`src/rtl/mf3_pkg.sv`:
```
// ============================================================================
// mf3_pkg
// Shared types and constants for the 3x3 median filter stream block: payload
// structs, configuration register codes and the column slice type.
// ============================================================================
package mf3_pkg;

    localparam int PIXEL_BITS     = 8;
    localparam int POS_BITS       = 12;
    localparam int CFG_DATA_BITS  = 13;
    localparam int CFG_INDEX_BITS = 1;

    localparam logic [PIXEL_BITS-1:0] BORDER_VALUE = 8'd255;

    typedef enum logic [CFG_INDEX_BITS-1:0] {
        CFG_FRAME_WIDTH  = 1'b0,
        CFG_FRAME_HEIGHT = 1'b1
    } cfg_reg_t;

    typedef struct packed {
        logic [PIXEL_BITS-1:0] pixel_in;
        logic                  frame_start;
    } pix_in_t;

    typedef struct packed {
        logic [POS_BITS-1:0]   out_row;
        logic [POS_BITS-1:0]   out_col;
        logic [PIXEL_BITS-1:0] out_pixel;
        logic                  last_of_run;
    } pix_out_t;

    // One pending result without its run marker
    typedef struct packed {
        logic [POS_BITS-1:0]   row;
        logic [POS_BITS-1:0]   col;
        logic [PIXEL_BITS-1:0] pixel;
    } result_t;

    // Three pixels of one window column, sorted ascending
    typedef struct packed {
        logic [PIXEL_BITS-1:0] lo;
        logic [PIXEL_BITS-1:0] md;
        logic [PIXEL_BITS-1:0] hi;
    } column_t;

endpackage

```
`src/rtl/mf3_res_buf.sv`:
```
// ============================================================================
// mf3_res_buf
// Result register: hold up to three results of one pixel and hand them out
// one transfer per cycle while res_stall is low, marking the last one of the run.
// ============================================================================
module mf3_res_buf (
    input  logic                   clk,
    input  logic                   rst_n,
    input  logic                   load,
    input  logic [2:0]             load_mask,
    input  mf3_pkg::result_t [2:0] load_res,
    output logic                   free,
    output logic                   res_valid,
    input  logic                   res_stall,
    output mf3_pkg::pix_out_t      res_data
);

    import mf3_pkg::*;

    result_t [2:0] slot_reg;
    logic [2:0]    pend_reg;
    logic [2:0]    pend_next;
    logic [2:0]    remain;
    logic          xfer;
    result_t       head;

    always_comb
    begin
        // Clear the lowest pending bit: what is left after this transfer
        remain    = pend_reg & (pend_reg - 3'd1);
        res_valid = (pend_reg != 3'd0);
        xfer      = res_valid && !res_stall;
        free      = (pend_reg == 3'd0) || (xfer && (remain == 3'd0));

        if (pend_reg[0])
        begin
            head = slot_reg[0];
        end
        else if (pend_reg[1])
        begin
            head = slot_reg[1];
        end
        else
        begin
            head = slot_reg[2];
        end

        res_data.out_row     = head.row;
        res_data.out_col     = head.col;
        res_data.out_pixel   = head.pixel;
        res_data.last_of_run = (remain == 3'd0);

        pend_next = pend_reg;
        if (load)
        begin
            pend_next = load_mask;
        end
        else if (xfer)
        begin
            pend_next = remain;
        end
    end

    always_ff @(posedge clk or negedge rst_n)
    begin
        if (!rst_n)
        begin
            pend_reg <= 3'd0;
        end
        else
        begin
            pend_reg <= pend_next;
        end
    end

    always_ff @(posedge clk)
    begin
        if (load)
        begin
            slot_reg <= load_res;
        end
    end

endmodule

```
`config.mk`:
```
export PLATFORM = sky130hd
export DESIGN_NAME = mf3_res_buf
export DESIGN_NICKNAME = d
export VERILOG_FILES = /design/src/rtl/mf3_pkg.sv /design/src/rtl/mf3_res_buf.sv
export SDC_FILE = /design/constraint.sdc
export NUM_CORES = 1
export LEC_CHECK = 0
export BUFFER_PORTS_ARGS = -buffer_cell sky130_fd_sc_hd__buf_2
export CELL_PAD_IN_SITES_DETAIL_PLACEMENT = 1
export CELL_PAD_IN_SITES_GLOBAL_PLACEMENT = 2
export CORE_ASPECT_RATIO = 0.6
export CORE_MARGIN = 3
export CORE_UTILIZATION = 30
export CTS_BUF_LIST = sky130_fd_sc_hd__clkbuf_16
export CTS_CLUSTER_SIZE = 40
export DETAILED_ROUTE_END_ITERATION = 8
export HOLD_SLACK_MARGIN = 0.03
export PLACE_DENSITY_LB_ADDON = 0.3
export SETUP_SLACK_MARGIN = 0.05
export SYNTH_ARGS = -nofsm -noshare
export SYNTH_HDL_FRONTEND = slang
export SYNTH_SLANG_ARGS = --single-unit
```
`constraint.sdc`:
```
create_clock -name clk -period 1 [get_ports clk]
set_input_delay 0.1 -clock clk [delete_from_list [all_inputs] [get_ports clk]]
set_output_delay 0.1 -clock clk [all_outputs]
set_load 0.02 [all_outputs]
```
==> results.yml <==
pwr:
  clockPowerShare_pct: 33.0
  p_int_mw: 7.964
  power_switching_mw: 2.619
  seq_power_share_pct: 47.6
  leakage_nw: 2.595
  p_per_area_nw_per_um2: 1627
  peakVddDrop_mv: 0.7076
  swShare_pct: 24.75
  pwr-share-comb_pct: 19.4
critical_path:
  crit_required_ns: 0.90
  crit_buf_inv: 2
  slowest_delay_ns: 0.53
  cp.depth: 4
  crit_family: "flip-flops"
  worst_setup_path_end_kind: "primary output"
  worstPathArrival_ns: 1.50
  crit_path_top_delay_cell: "dfrtp_4"
  crit_path_start_kind: "flip-flop"
  rr_worst_depth: 3
  path_cells: "buf_12, o21a_1, a21oi_4, buf_6"
  worstPathMaxFanout: 7
  critPathKind: "reg -> out"
job:
  drv.max_cap_violation_count: 0
die:
  dieArea_um2: 13990
  core_um2: 12180
  die_y_um: 92.82
  start_util_pct: 30.94
  rows: 31
  ioPinCount: 138
  die_w_um: 150.7
clocking:
  cts_sinks: 99
  ctsLongestPathBuffers: 2
  ctsHtreeMaxLevel: 3
  clkSlewWorstSetupHoldPaths_ns: 0.06
  cts_buffers: 9
  cts_tree: "done"
  clockRootBuffer: "clkbuf_16"
  clk-insertion-delay-late_ns: 0.33
logic_synthesis:
  syn_area_um2: 3769
  syn_area_per_cell_um2: 16.98
  yosysSeqAreaShare_pct: 78.49
  ys_types: 15
  syn_inst: 222
  synth_nets: 325
  yosys_warnings: 0
  ys_ff_latch: 99
timing:
  slew_violations: 0
  setup_violations: 37
  whs_ns: 0.08333
  max_freq_mhz: 624.5
  period_share_pct: 160.1
  fin_ws_ns: -0.6014
  worst_slew_pin_slew_ns: 0.3494
  hold_violations: 0
  min_period_ns: 1.601
  maxSlewHeadroom_pct: 76.51
  clock_skew_ns: 0.0002391
  rsz0062_at_grt: "yes"
placed_design:
  dp_hpwl_um: 6517
  io_buffers: 137
  post-place-ws_ns: -0.2798
  place_congestion: 0.7218
run_status:
  status: "finished with violations"
  violations: "negative setup slack"
finish:
  num-nets-final: 578
  largest_register_ff_count: 96
  layout_common_cells: "110 x buf_2, 100 x dlygate4sd3_1, 96 x edfxtp_1, 29 x o21ai_2, 27 x nand2_1"
  diodes: 0
  final_common_cell: "buf_2"
  drive_above_1_share_pct: 46.88
  area.growth.synth_to_final_pct: 72.64
drt:
  vias_per_cell: 4.358
  finalWirelength_um: 10760
  dr.pass1.iters: 4
  drtIter0Drc: 79
  wl_per_cell_um: 16.68
  drc: 0
  antenna_left: 0
  vias: 2811
global_route:
  track_usage_pct: 15.03
  grt_overflow: 0
  antenna_found_initial: 0
  grt_max_degree: 40
  grt_pass1_wl_um: 15880
  first_global_vias: 3072
min_path:
  hold_class: "in -> async"
[cell type report]
cell class / instances / area [µm²]
fill: 1204 / 5673
tap: 165 / 206.4
sequential: 99 / 2963
timing repair buffer: 254 / 2106
clock buffer: 9 / 225.2
clock inverter: 7 / 73.82
multi-input combinational: 111 / 932.1
[what timing repair did]
item,4_1_cts,5_1_grt
pin swaps,5,2
buffers inserted,2,0
endpoints found under the hold margin,102,0
cloned,0,1
endpoints found under the setup margin,38,38
hold buffers,100,0
gates resized for setup,39,38
[power groups by stage]
stage,registers (mW),logic [mW],clock network [mW]
6_report,5.04,2.05,3.49
5_1_grt,5.07,2.20,3.79
4_1_cts,5.03,1.91,3.62
3_5_place_dp,5.11,1.44,0
3_3_place_gp,5.09,1.42,0
2_1_floorplan,5.07,0.809,0
[layer usage]
metal  vias up  track usage (%)  routed length (µm)
met2       102            26.02                5331
met5         -                0                   0
met4         0            3.620                  64
met3         7            6.161                 861
met1      1355            17.46                4500
li1       1347                -                   -
[path summary, 6_finish.rpt]
path | slack [ns] | end | from
hold / removal | 0.08 | pend_reg[2]$_DFFE_PN0P_ | rst_n
hold reg to reg | 0.80 | pend_reg[1]$_DFFE_PN0P_ | pend_reg[1]$_DFFE_PN0P_
setup reg to reg | -0.33 | pend_reg[2]$_DFFE_PN0P_ | pend_reg[0]$_DFFE_PN0P_
setup / recovery | -0.60 | res_data[0] | pend_reg[0]$_DFFE_PN0P_
max in group asynchronous | 0.79 | pend_reg[0]$_DFFE_PN0P_ | rst_n
min in group clk | 0.17 | pend_reg[0]$_DFFE_PN0P_ | res_stall
[through the flow]
| step | instance area [µm²] | total power [mW] | std cells | setup TNS [ns] | util, % |
|---|---|---|---|---|---|
| finish | 6506 | 10.58 | 645 | -19.49 | 53.42 |
| global route | 6506 | 11.06 | 645 | -21.91 | 53.42 |
| CTS | 6345 | 10.55 | 644 | -20.10 | 52.10 |
| detailed placement | 4893 | 6.549 | 526 | -7.252 | 40.18 |
| global placement | 4893 | 6.506 | 526 | -6.799 | 40.18 |
| floorplan | 3902 | 5.878 | 222 | -3.115 | - |
[synthesized netlist by cell type (all sizes together)]
cell type,number,share of area (%)
a21oi,1,0.13
buf,11,3.3
clkbuf,1,0.10
dfrtp,3,2.0
edfxtp,96,76
maj3,1,0.30
mux2i,32,8.5
nand2,36,3.6
o21a,1,0.20
o21ai,37,4.9
o31ai,1,0.20
or3,2,0.33
[cells by family after synthesis]
| kind of cell | after synthesis | share of synthesized area, % |
|---|---|---|
| AO/OA/AOI/OAI | 40 | 5.445 |
| buffers and inverters | 12 | 3.353 |
| AND/OR/NAND/NOR | 38 | 3.918 |
| flip-flops | 99 | 78.49 |
| multiplexers | 32 | 8.499 |
| adder cells (fa/ha/maj) | 1 | 0.2988 |
Power figures use the tool's default switching activity.
