===== src/rtl/mf3_pkg.sv =====
// ============================================================================
// mf3_pkg
// Shared types and constants for the 3x3 median filter stream block: payload
// structs, configuration register codes and the column slice type.
// ============================================================================
package mf3_pkg;

    localparam int PIXEL_BITS     = 8;
    localparam int POS_BITS       = 12;
    localparam int CFG_DATA_BITS  = 13;
    localparam int CFG_INDEX_BITS = 1;

    localparam logic [PIXEL_BITS-1:0] BORDER_VALUE = 8'd255;

    typedef enum logic [CFG_INDEX_BITS-1:0] {
        CFG_FRAME_WIDTH  = 1'b0,
        CFG_FRAME_HEIGHT = 1'b1
    } cfg_reg_t;

    typedef struct packed {
        logic [PIXEL_BITS-1:0] pixel_in;
        logic                  frame_start;
    } pix_in_t;

    typedef struct packed {
        logic [POS_BITS-1:0]   out_row;
        logic [POS_BITS-1:0]   out_col;
        logic [PIXEL_BITS-1:0] out_pixel;
        logic                  last_of_run;
    } pix_out_t;

    // One pending result without its run marker
    typedef struct packed {
        logic [POS_BITS-1:0]   row;
        logic [POS_BITS-1:0]   col;
        logic [PIXEL_BITS-1:0] pixel;
    } result_t;

    // Three pixels of one window column, sorted ascending
    typedef struct packed {
        logic [PIXEL_BITS-1:0] lo;
        logic [PIXEL_BITS-1:0] md;
        logic [PIXEL_BITS-1:0] hi;
    } column_t;

endpackage


===== src/rtl/mf3_median.sv =====
// ============================================================================
// mf3_median
// Sort the newest column slice and take the median of the 3x3 window from
// three sorted columns (max of lows, median of middles, min of highs).
// ============================================================================
module mf3_median (
    input  logic [mf3_pkg::PIXEL_BITS-1:0] up,
    input  logic [mf3_pkg::PIXEL_BITS-1:0] mid,
    input  logic [mf3_pkg::PIXEL_BITS-1:0] pix,
    input  mf3_pkg::column_t               win_old,
    input  mf3_pkg::column_t               win_new,
    output mf3_pkg::column_t               cur_sorted,
    output logic [mf3_pkg::PIXEL_BITS-1:0] median
);

    import mf3_pkg::*;

    function automatic logic [PIXEL_BITS-1:0] max2(input logic [PIXEL_BITS-1:0] a,
                                                   input logic [PIXEL_BITS-1:0] b);
        return (a > b) ? a : b;
    endfunction

    function automatic logic [PIXEL_BITS-1:0] min2(input logic [PIXEL_BITS-1:0] a,
                                                   input logic [PIXEL_BITS-1:0] b);
        return (a < b) ? a : b;
    endfunction

    function automatic logic [PIXEL_BITS-1:0] med3(input logic [PIXEL_BITS-1:0] a,
                                                   input logic [PIXEL_BITS-1:0] b,
                                                   input logic [PIXEL_BITS-1:0] c);
        return max2(min2(a, b), min2(max2(a, b), c));
    endfunction

    logic [PIXEL_BITS-1:0] low_max;
    logic [PIXEL_BITS-1:0] mid_med;
    logic [PIXEL_BITS-1:0] high_min;

    always_comb
    begin
        cur_sorted.lo = min2(min2(up, mid), pix);
        cur_sorted.md = med3(up, mid, pix);
        cur_sorted.hi = max2(max2(up, mid), pix);

        low_max  = max2(max2(win_old.lo, win_new.lo), cur_sorted.lo);
        mid_med  = med3(win_old.md, win_new.md, cur_sorted.md);
        high_min = min2(min2(win_old.hi, win_new.hi), cur_sorted.hi);
        median   = med3(low_max, mid_med, high_min);
    end

endmodule


===== config.mk =====
export PLATFORM = sky130hd
export DESIGN_NAME = mf3_median
export DESIGN_NICKNAME = d
export VERILOG_FILES = /design/src/rtl/mf3_pkg.sv /design/src/rtl/mf3_median.sv
export SDC_FILE = /design/constraint.sdc
export NUM_CORES = 1
export LEC_CHECK = 0
export ABC_AREA = 1
export BUFFER_PORTS_ARGS = -buffer_cell sky130_fd_sc_hd__buf_2
export CAP_MARGIN = 20
export CORE_ASPECT_RATIO = 0.75
export CORE_UTILIZATION = 40
export DETAILED_ROUTE_END_ITERATION = 12
export GPL_TIMING_DRIVEN = 0
export RECOVER_POWER = 100
export SLEW_MARGIN = 0
export SYNTH_ARGS = -nofsm -noshare
export SYNTH_HDL_FRONTEND = slang
export SYNTH_SLANG_ARGS = --single-unit
export TNS_END_PERCENT = 5

===== constraint.sdc =====
create_clock -name vclk -period 35.4
set_input_delay 3.54 -clock vclk [all_inputs]
set_output_delay 3.54 -clock vclk [all_outputs]
set_load 0.02 [all_outputs]

==> results of run 1 <==
-- final timing paths --
check / start / endpoint / slack (ns) / depth (start not counted)
max: mid[7] / median[5] / 13.93 / 64
min: pix[4] / cur_sorted[20] / 7.65 / 4
-- through the flow --
| step | instances | utilization |
|---|---|---|
| floorplan | 769 | - |
| global placement | 1009 | 0.4813 |
| detailed placement | 1009 | 0.4813 |
| CTS | 1009 | 0.4813 |
| global route | 1009 | 0.4738 |
| finish | 1009 | 0.4738 |
-- critical path, delay by kind of cell --
| family | cells | cell delay, ns |
|---|---|---|
| compound gates | 18 | 5.87 |
| simple gates | 27 | 3.65 |
| fa+ha+maj | 8 | 2.52 |
| buf+inv | 11 | 2.33 |
-- layout by cell type, fill, tap and decap left out, drive strengths merged --
| cell | n |
|---|---|
| ha | 101 |
| o31ai | 2 |
| clkbuf | 37 |
| nand2 | 240 |
| nor2 | 42 |
| inv | 124 |
| a21oi | 51 |
| o211ai | 6 |
| clkinv | 2 |
| a21o | 2 |
| a211oi | 7 |
| o21ai | 107 |
| and2 | 3 |
| or2 | 1 |
| nand4 | 11 |
| o221ai | 1 |
| nand3b | 2 |
| buf | 82 |
| o21a | 5 |
| nand3 | 42 |
| o21bai | 5 |
-- Yosys cell counts (all sizes together) (2+ instances only) --
library cell    n
o31ai           2
nand4          11
o211ai          6
and2            3
a21oi          51
o21bai          5
a21o            2
a211oi          7
o21a            5
o21ai         107
nand3b          2
nand2         240
ha            101
nor2           42
nand3          42
inv           124
clkbuf         15
clkinv          2
-- cell families (layout without fill, tap and decap cells) --
group,after synthesis,after routing,share of synthesized area
and+or+nand+nor,341,341,0.3479
AOI/OAI and AO/OA,186,186,0.2370
buffers and inverters,141,245,0.1225
adders and majority gates,101,101,0.2926
-- layout make-up --
class / instances / area [µm²]
plain buffers: 15 / 56.30
fillers: 1165 / 5478
inverters: 126 / 473.0
multi-input cells: 628 / 3740
well taps: 136 / 170.2
repair buffers: 104 / 493.0
-- routing by layer --
layer / up-vias / share of wire / wire length (µm)
met2: 113 / 0.46 / 5766
li1: 2764 / - / -
met5: - / 0 / 0
met4: 0 / 0.0012 / 15
met1: 2271 / 0.50 / 6371
met3: 2 / 0.039 / 492
==> results.md, run 1 <==
- Status: finished, final reports clean
- Avg WL per Cell: 12.53 µm
- Area Overhead vs Synth: 14.19%
- GRT Util Overall: 0.2238
- Die height: 91.99 µm
- Syn_nets: 942
- Fin. Hold Viols: 0
- Synth area leaders: ha_1 (29%), nand2_1 (19%), o21ai_0 (12%)
- Final setup viols: 0
- Largest area contributor in the netlist: ha_1
- Maximum achievable frequency: 46.58 MHz
- DRC: 0
- Worst Path Required: 31.86 ns
- Vias in the first global route: 4707
- Max Cap Viol: 0
- Area of the mapped netlist: 4319 µm²
- Vias after detailed routing: 5150
- Crit path DAT: 17.93 ns
- CP endpoint kind: primary output
- Setup TNS: 0 ns
- Initial DRC count: 354
- M2 GR Usage: 0.3927
- Yosys warning total: 0
- Crit-path slowest cell: o31ai_1
- Global routing's busiest layer: met2
- I/O Buffers: 104
- Syn Inst Count: 769
- Starting Density: 0.4149
- Critical path type: input port to primary output
- Die area: 11220 µm²
- Clock buf count: 0
- Worst setup margin: 13.93 ns
- Placer Congestion: 0.8920
- CP Max Fanout: 10
- FP Rows: 32
- WHS: 7.646 ns
- Pin count of the biggest net entering global routing: 11
- Synth unique cells: 29
- Top-level port count: 104
- Worst slew margin: 0.2418
- Startpoint types: input port
- Grt met3 use: 0.005597
- Final Critical Period: 21.47 ns
- Pre-CTS setup slack: 15.64 ns
- Via density per instance: 5.104
- Final Net Count: 1048
- Detailed Routing Iterations Pass 1: 6
- WL final: 12.65 mm
- GRT overflow: 0
- Setup bufs post-CTS: 0
- Top-area cell type share of the netlist area: 0.2926
- GR Layer Usage met1: 0.3170
- First-pass GRT wire length: 20.82 mm
- Reg area: 0 µm²
- Sequential area share after synthesis: 0
- Critical Path Max Stage Delay: 0.91 ns
- Post-DP Area: 5010 µm²
- Period Utilization, post-route: 0.6064
- Pins over their slew limit: 0
- Unrepaired setup endpoints after global routing: false
- Seq_cells: 0
- Final instance area: 4932 µm²
- Hold_buf cts: 0
- Area of the core: 10410 µm²
- Mean Syn Cell Area: 5.617 µm²
- Most used cell along the critical path: nand2_1
- Initial antenna violation count: 0
- DP Wirelength: 11.42 mm
- Diode count: 0
- Die span in x: 122.0 µm
- Post-DRT Antenna Nets: 0
- Worst slew pin tran: 1.130 ns
- Share of post-route cells with drive strength above 1: 0.1294
- Post-cts repair resize count: 0
- Min-Delay Path Class: input port to primary output
Power of run 1 is not shown: default switching activity piles up to over one toggle a cycle in this logic, so the estimate is an artifact.
==> run 2: changes to the inputs <==
Clock period 35.4 ns to 21.2 ns, I/O delays scaled along.
==> run 2 against run 1 <==
  * Global-route usage is the same
  * Routed wire length hardly changed
  * Die area stayed put
==> results.md, run 2 (synthesized netlist as in run 1, its figures left out) <==
- Most used cell along the critical path: nand2_1
- Pins over their slew limit: 0 (unchanged)
- Vias after detailed routing: 5162 (+0.23%)
- Worst setup margin: 2.896 ns (-11.04 ns)
- GRT Util Overall: 0.2238 (unchanged)
- CP startpoint: mid[7]
- WL final: 12.64 mm (about the same)
- Die height: 91.99 µm (unchanged)
- DRC: 0 (unchanged)
- Maximum achievable frequency: 54.63 MHz
- WHS Endpoint: cur_sorted[20]
- Area of the core: 10410 µm² (unchanged)
- Detailed Routing Iterations Pass 1: 5 (-1)
- Crit path DAT: 16.18 ns (-1.75 ns)
- FILL cells: 1162 (-0.26%)
- Period Utilization, post-route: 0.8634
- Fin. Hold Viols: 0 (unchanged)
- DP Wirelength: 11.42 mm (unchanged)
- Max Cap Viol: 0 (unchanged)
- Starting Density: 0.4149 (unchanged)
- Avg WL per Cell: 12.53 µm (about the same)
- Final Critical Period: 18.30 ns
- First-pass GRT wire length: 20.82 mm (unchanged)
- Clock buf count: 0 (unchanged)
- Setup TNS: 0 ns (unchanged)
- Most common cell after layout, fill and taps aside: nand2_1
- Status: finished, final reports clean
- FP Rows: 32 (unchanged)
- CP Max Fanout: 10 (unchanged)
- Final instance area: 4945 µm² (+0.25%)
- I/O Buffers: 104 (unchanged)
- Initial antenna violation count: 0 (unchanged)
- Vias in the first global route: 4707 (unchanged)
- Post-DP Area: 5010 µm² (unchanged)
- Top-level port count: 104 (unchanged)
- Setup bufs post-CTS: 0 (unchanged)
- Startpoint types: input port
- CP endpoint kind: primary output
- Reg area: 0 µm² (unchanged)
- Post-DRT Antenna Nets: 0 (unchanged)
- Hold path cells: 4 (unchanged)
- Worst slew margin: 0.1154 (-0.1265)
- Die area: 11220 µm² (unchanged)
- Min-Delay Path Class: input port to primary output
- Share of post-route cells with drive strength above 1: 0.1317 (+0.002291)
- Worst slew pin tran: 1.319 ns (+0.1886 ns)
- Pre-CTS setup slack: 4.278 ns (-11.36 ns)
- Hold Startpoint: pix[4]
- Seq_cells: 0 (unchanged)
- GRT overflow: 0 (unchanged)
- Critical Path Max Stage Delay: 1.01 ns (+0.10 ns)
- Area Overhead vs Synth: 14.48%
- Diode count: 0 (unchanged)
- Final Net Count: 1048 (unchanged)
- Unrepaired setup endpoints after global routing: false
- Crit-path slowest cell: a211oi_1
- Via density per instance: 5.116 (+0.23%)
- Final setup viols: 0 (unchanged)
- Leading cell types in the layout, fill and taps excluded: nand2_1 (218), inv_1 (119), o21ai_0 (101), ha_1 (101), buf_2 (82)
- Placer Congestion: 0.8920 (unchanged)
- Critical path type: input port to primary output
- Initial DRC count: 371 (+4.8%)
- Worst Path Required: 19.08 ns (-12.78 ns)
- Die span in x: 122.0 µm (unchanged)
- Post-cts repair resize count: 0 (unchanged)
- Hold_buf cts: 0 (unchanged)
- Pin count of the biggest net entering global routing: 11 (unchanged)
-- run 2: how the worst max path moves through the flow --
stage | endpoint | slack (ns) | depth (start not counted)
global route | median[5] | 1.45 | 66
floorplan | median[0] | 6.48 | 66
finish | median[5] | 2.90 | 64
global placement | median[2] | 4.33 | 63
CTS | median[3] | 4.25 | 63
detailed placement | median[3] | 4.28 | 63
-- run 2: metrics by stage --
step	cells	utilization	hold WS, ns
CTS	1009	0.4813	4.783
global placement	1009	0.4813	4.777
floorplan	769	-	4.543
finish	1009	0.4750	4.805
global route	1009	0.4750	4.820
detailed placement	1009	0.4813	4.783
-- run 2: area by class of cell --
cell class | instances | area, µm² | area share
multi-input cells | 628 | 3752 | 0.7589
repair buffers | 104 | 493.0 | 0.09970
well taps | 136 | 170.2 | 0.03441
inverters | 126 | 473.0 | 0.09565
plain buffers | 15 | 56.30 | 0.01139
-- run 2: worst max-delay path: cells and delay by family --
family,cells,cell delay [ns]
simple gates,28,3.31
fa+ha+maj,8,2.53
buf+inv,11,2.24
compound gates,17,5.93
-- run 2: per-layer routing --
layer | vias up | global-route usage | part of all wire
li1 | 2764 | - | -
met1 | 2282 | 0.3170 | 0.51
met4 | 0 | 0.006173 | 0.0027
met3 | 4 | 0.005597 | 0.035
met2 | 112 | 0.3927 | 0.45
met5 | - | 0 | 0
Power of run 2 is left out for the same reason.
==> run 3: changes to the inputs <==
Settings changed: CORE_ASPECT_RATIO 0.75 to 0.6.
==> run 3 against run 2 <==
  * Maximum frequency shrank 2.0%
  * Final area up 0.15%
  * Sequential share of layout area is the same
  * Worst hold slack improved by 0.022 ns
  * Global-route usage increased by 2.7 points
  * Via count up 3.3%
  * First-iteration DRC count up 2.4%
  * Die area barely moved
  * Count of clock-buffer cells in the layout unchanged
  * Critical path depth down 1
  * Flip-flop and latch count is the same
  * Routed wire length up 10%
==> results.md, run 3 (synthesized netlist as in run 1, its figures left out) <==
- Most common cell after layout, fill and taps aside: nand2_1
- Clock buf count: 0 (unchanged)
- Die area: 11230 µm² (about the same)
- WL final: 13.90 mm (+10%)
- Max Cap Viol: 0 (unchanged)
- Die height: 82.49 µm (-10%)
- Final setup viols: 0 (unchanged)
- Status: finished, final reports clean
- Reg area: 0 µm² (unchanged)
- Initial antenna violation count: 0 (unchanged)
- Vias after detailed routing: 5332 (+3.3%)
- Diode count: 0 (unchanged)
- Avg WL per Cell: 13.79 µm (+10%)
- Setup TNS: 0 ns (unchanged)
- Starting Density: 0.4251 (+0.01022)
- Util after Layout: 0.4874 (+0.01244)
- Hold_buf cts: 0 (unchanged)
- Final Net Count: 1048 (unchanged)
- Initial DRC count: 380 (+2.4%)
- I/O Buffers: 104 (unchanged)
- CP endpoint kind: primary output
- Setup bufs post-CTS: 0 (unchanged)
- Share of post-route cells with drive strength above 1: 0.1363 (+0.004582)
- DRC: 0 (unchanged)
- Area of the core: 10160 µm² (-2.4%)
- Period Utilization, post-route: 0.8812 (+0.01778)
- GRT Util Overall: 0.2508 (+0.02698)
- Pins over their slew limit: 0 (unchanged)
- Leading cell types in the layout, fill and taps excluded: nand2_1 (217), inv_1 (119), o21ai_0 (101), ha_1 (101), buf_2 (85)
- Top-level port count: 104 (unchanged)
- Worst slew pin tran: 1.204 ns (-0.1154 ns)
- Critical Path Max Stage Delay: 1.01 ns (about the same)
- Maximum achievable frequency: 53.53 MHz (-2.0%)
- Post-DRT Antenna Nets: 0 (unchanged)
- Pin count of the biggest net entering global routing: 11 (unchanged)
- Post-cts repair resize count: 0 (unchanged)
- Critical path type: input port to primary output
- Fin. Hold Viols: 0 (unchanged)
- Unrepaired setup endpoints after global routing: false
- Area Overhead vs Synth: 14.66%
- Worst Path Required: 19.08 ns (about the same)
- FILL cells: 1124 (-3.3%)
- GRT overflow: 0 (unchanged)
- Vias in the first global route: 4872 (+3.5%)
- CP Max Fanout: 10 (unchanged)
- Pre-CTS setup slack: 3.841 ns (-0.4368 ns)
- FP Rows: 28 (-13%)
- Most used cell along the critical path: nand2_1
- First-pass GRT wire length: 22.53 mm (+8.2%)
- Die span in x: 136.2 µm (+12%)
- Worst setup margin: 2.519 ns (-0.3769 ns)
- Detailed Routing Iterations Pass 1: 5 (unchanged)
- Worst slew margin: 0.1908 (+0.07540)
- DP Wirelength: 12.26 mm (+7.3%)
- Min-Delay Path Class: input port to primary output
- Via density per instance: 5.290 (+3.4%)
- Crit path DAT: 16.56 ns (+0.38 ns)
- Seq_cells: 0 (unchanged)
- Startpoint types: input port
- Crit-path slowest cell: o31ai_1
- Placer Congestion: 0.9497 (+6.5%)
- Final Critical Period: 18.68 ns (+0.3769 ns)
==> run 3: changes by cell type in the layout (fill, tap and decap cells not counted), sizes merged <==
cell | previous run | this run
clkbuf | 37 | 34
buf | 82 | 85
==> run 3: area by class of cell <==
cell class | instances | area [µm²] | area share
timing repair buffer | 104 | 496.7 | 0.1003
tap | 135 | 168.9 | 0.03411
inverter | 126 | 473.0 | 0.09550
multi-input combinational | 628 | 3757 | 0.7587
buffer | 15 | 56.30 | 0.01137
==> run 3: worst paths after layout <==
check                 startpoint        endpoint  cells after the start  slack (ns)
worst max-delay path      mid[7]       median[6]                     63        2.52
worst min-delay path      pix[1]  cur_sorted[17]                      4        4.83
==> run 3: metrics by stage <==
stage          hold WS (ns)  cell area, µm²  cells
6_report              4.827            4952   1008
3_3_place_gp          4.835            5009   1008
5_1_grt               4.894            4952   1008
3_5_place_dp          4.824            5009   1008
4_1_cts               4.827            5009   1008
2_1_floorplan         4.543            4319    769
==> run 3: critical path, delay by kind of cell <==
kind | cells | cell delay (ns)
AOI/OAI and AO/OA | 19 | 6.23
buffers and inverters | 11 | 2.30
adders and majority gates | 8 | 2.59
and+or+nand+nor | 25 | 3.25
==> run 3: metal layers <==
layer / global-route usage / vias to the layer above / wire [µm]
li1: - / 2765 / -
met5: 0 / - / 0
met3: 0.02076 / 8 / 938
met2: 0.4061 / 188 / 5525
met1: 0.3690 / 2371 / 7355
met4: 0.02556 / 0 / 81
Power of run 3 is left out for the same reason.
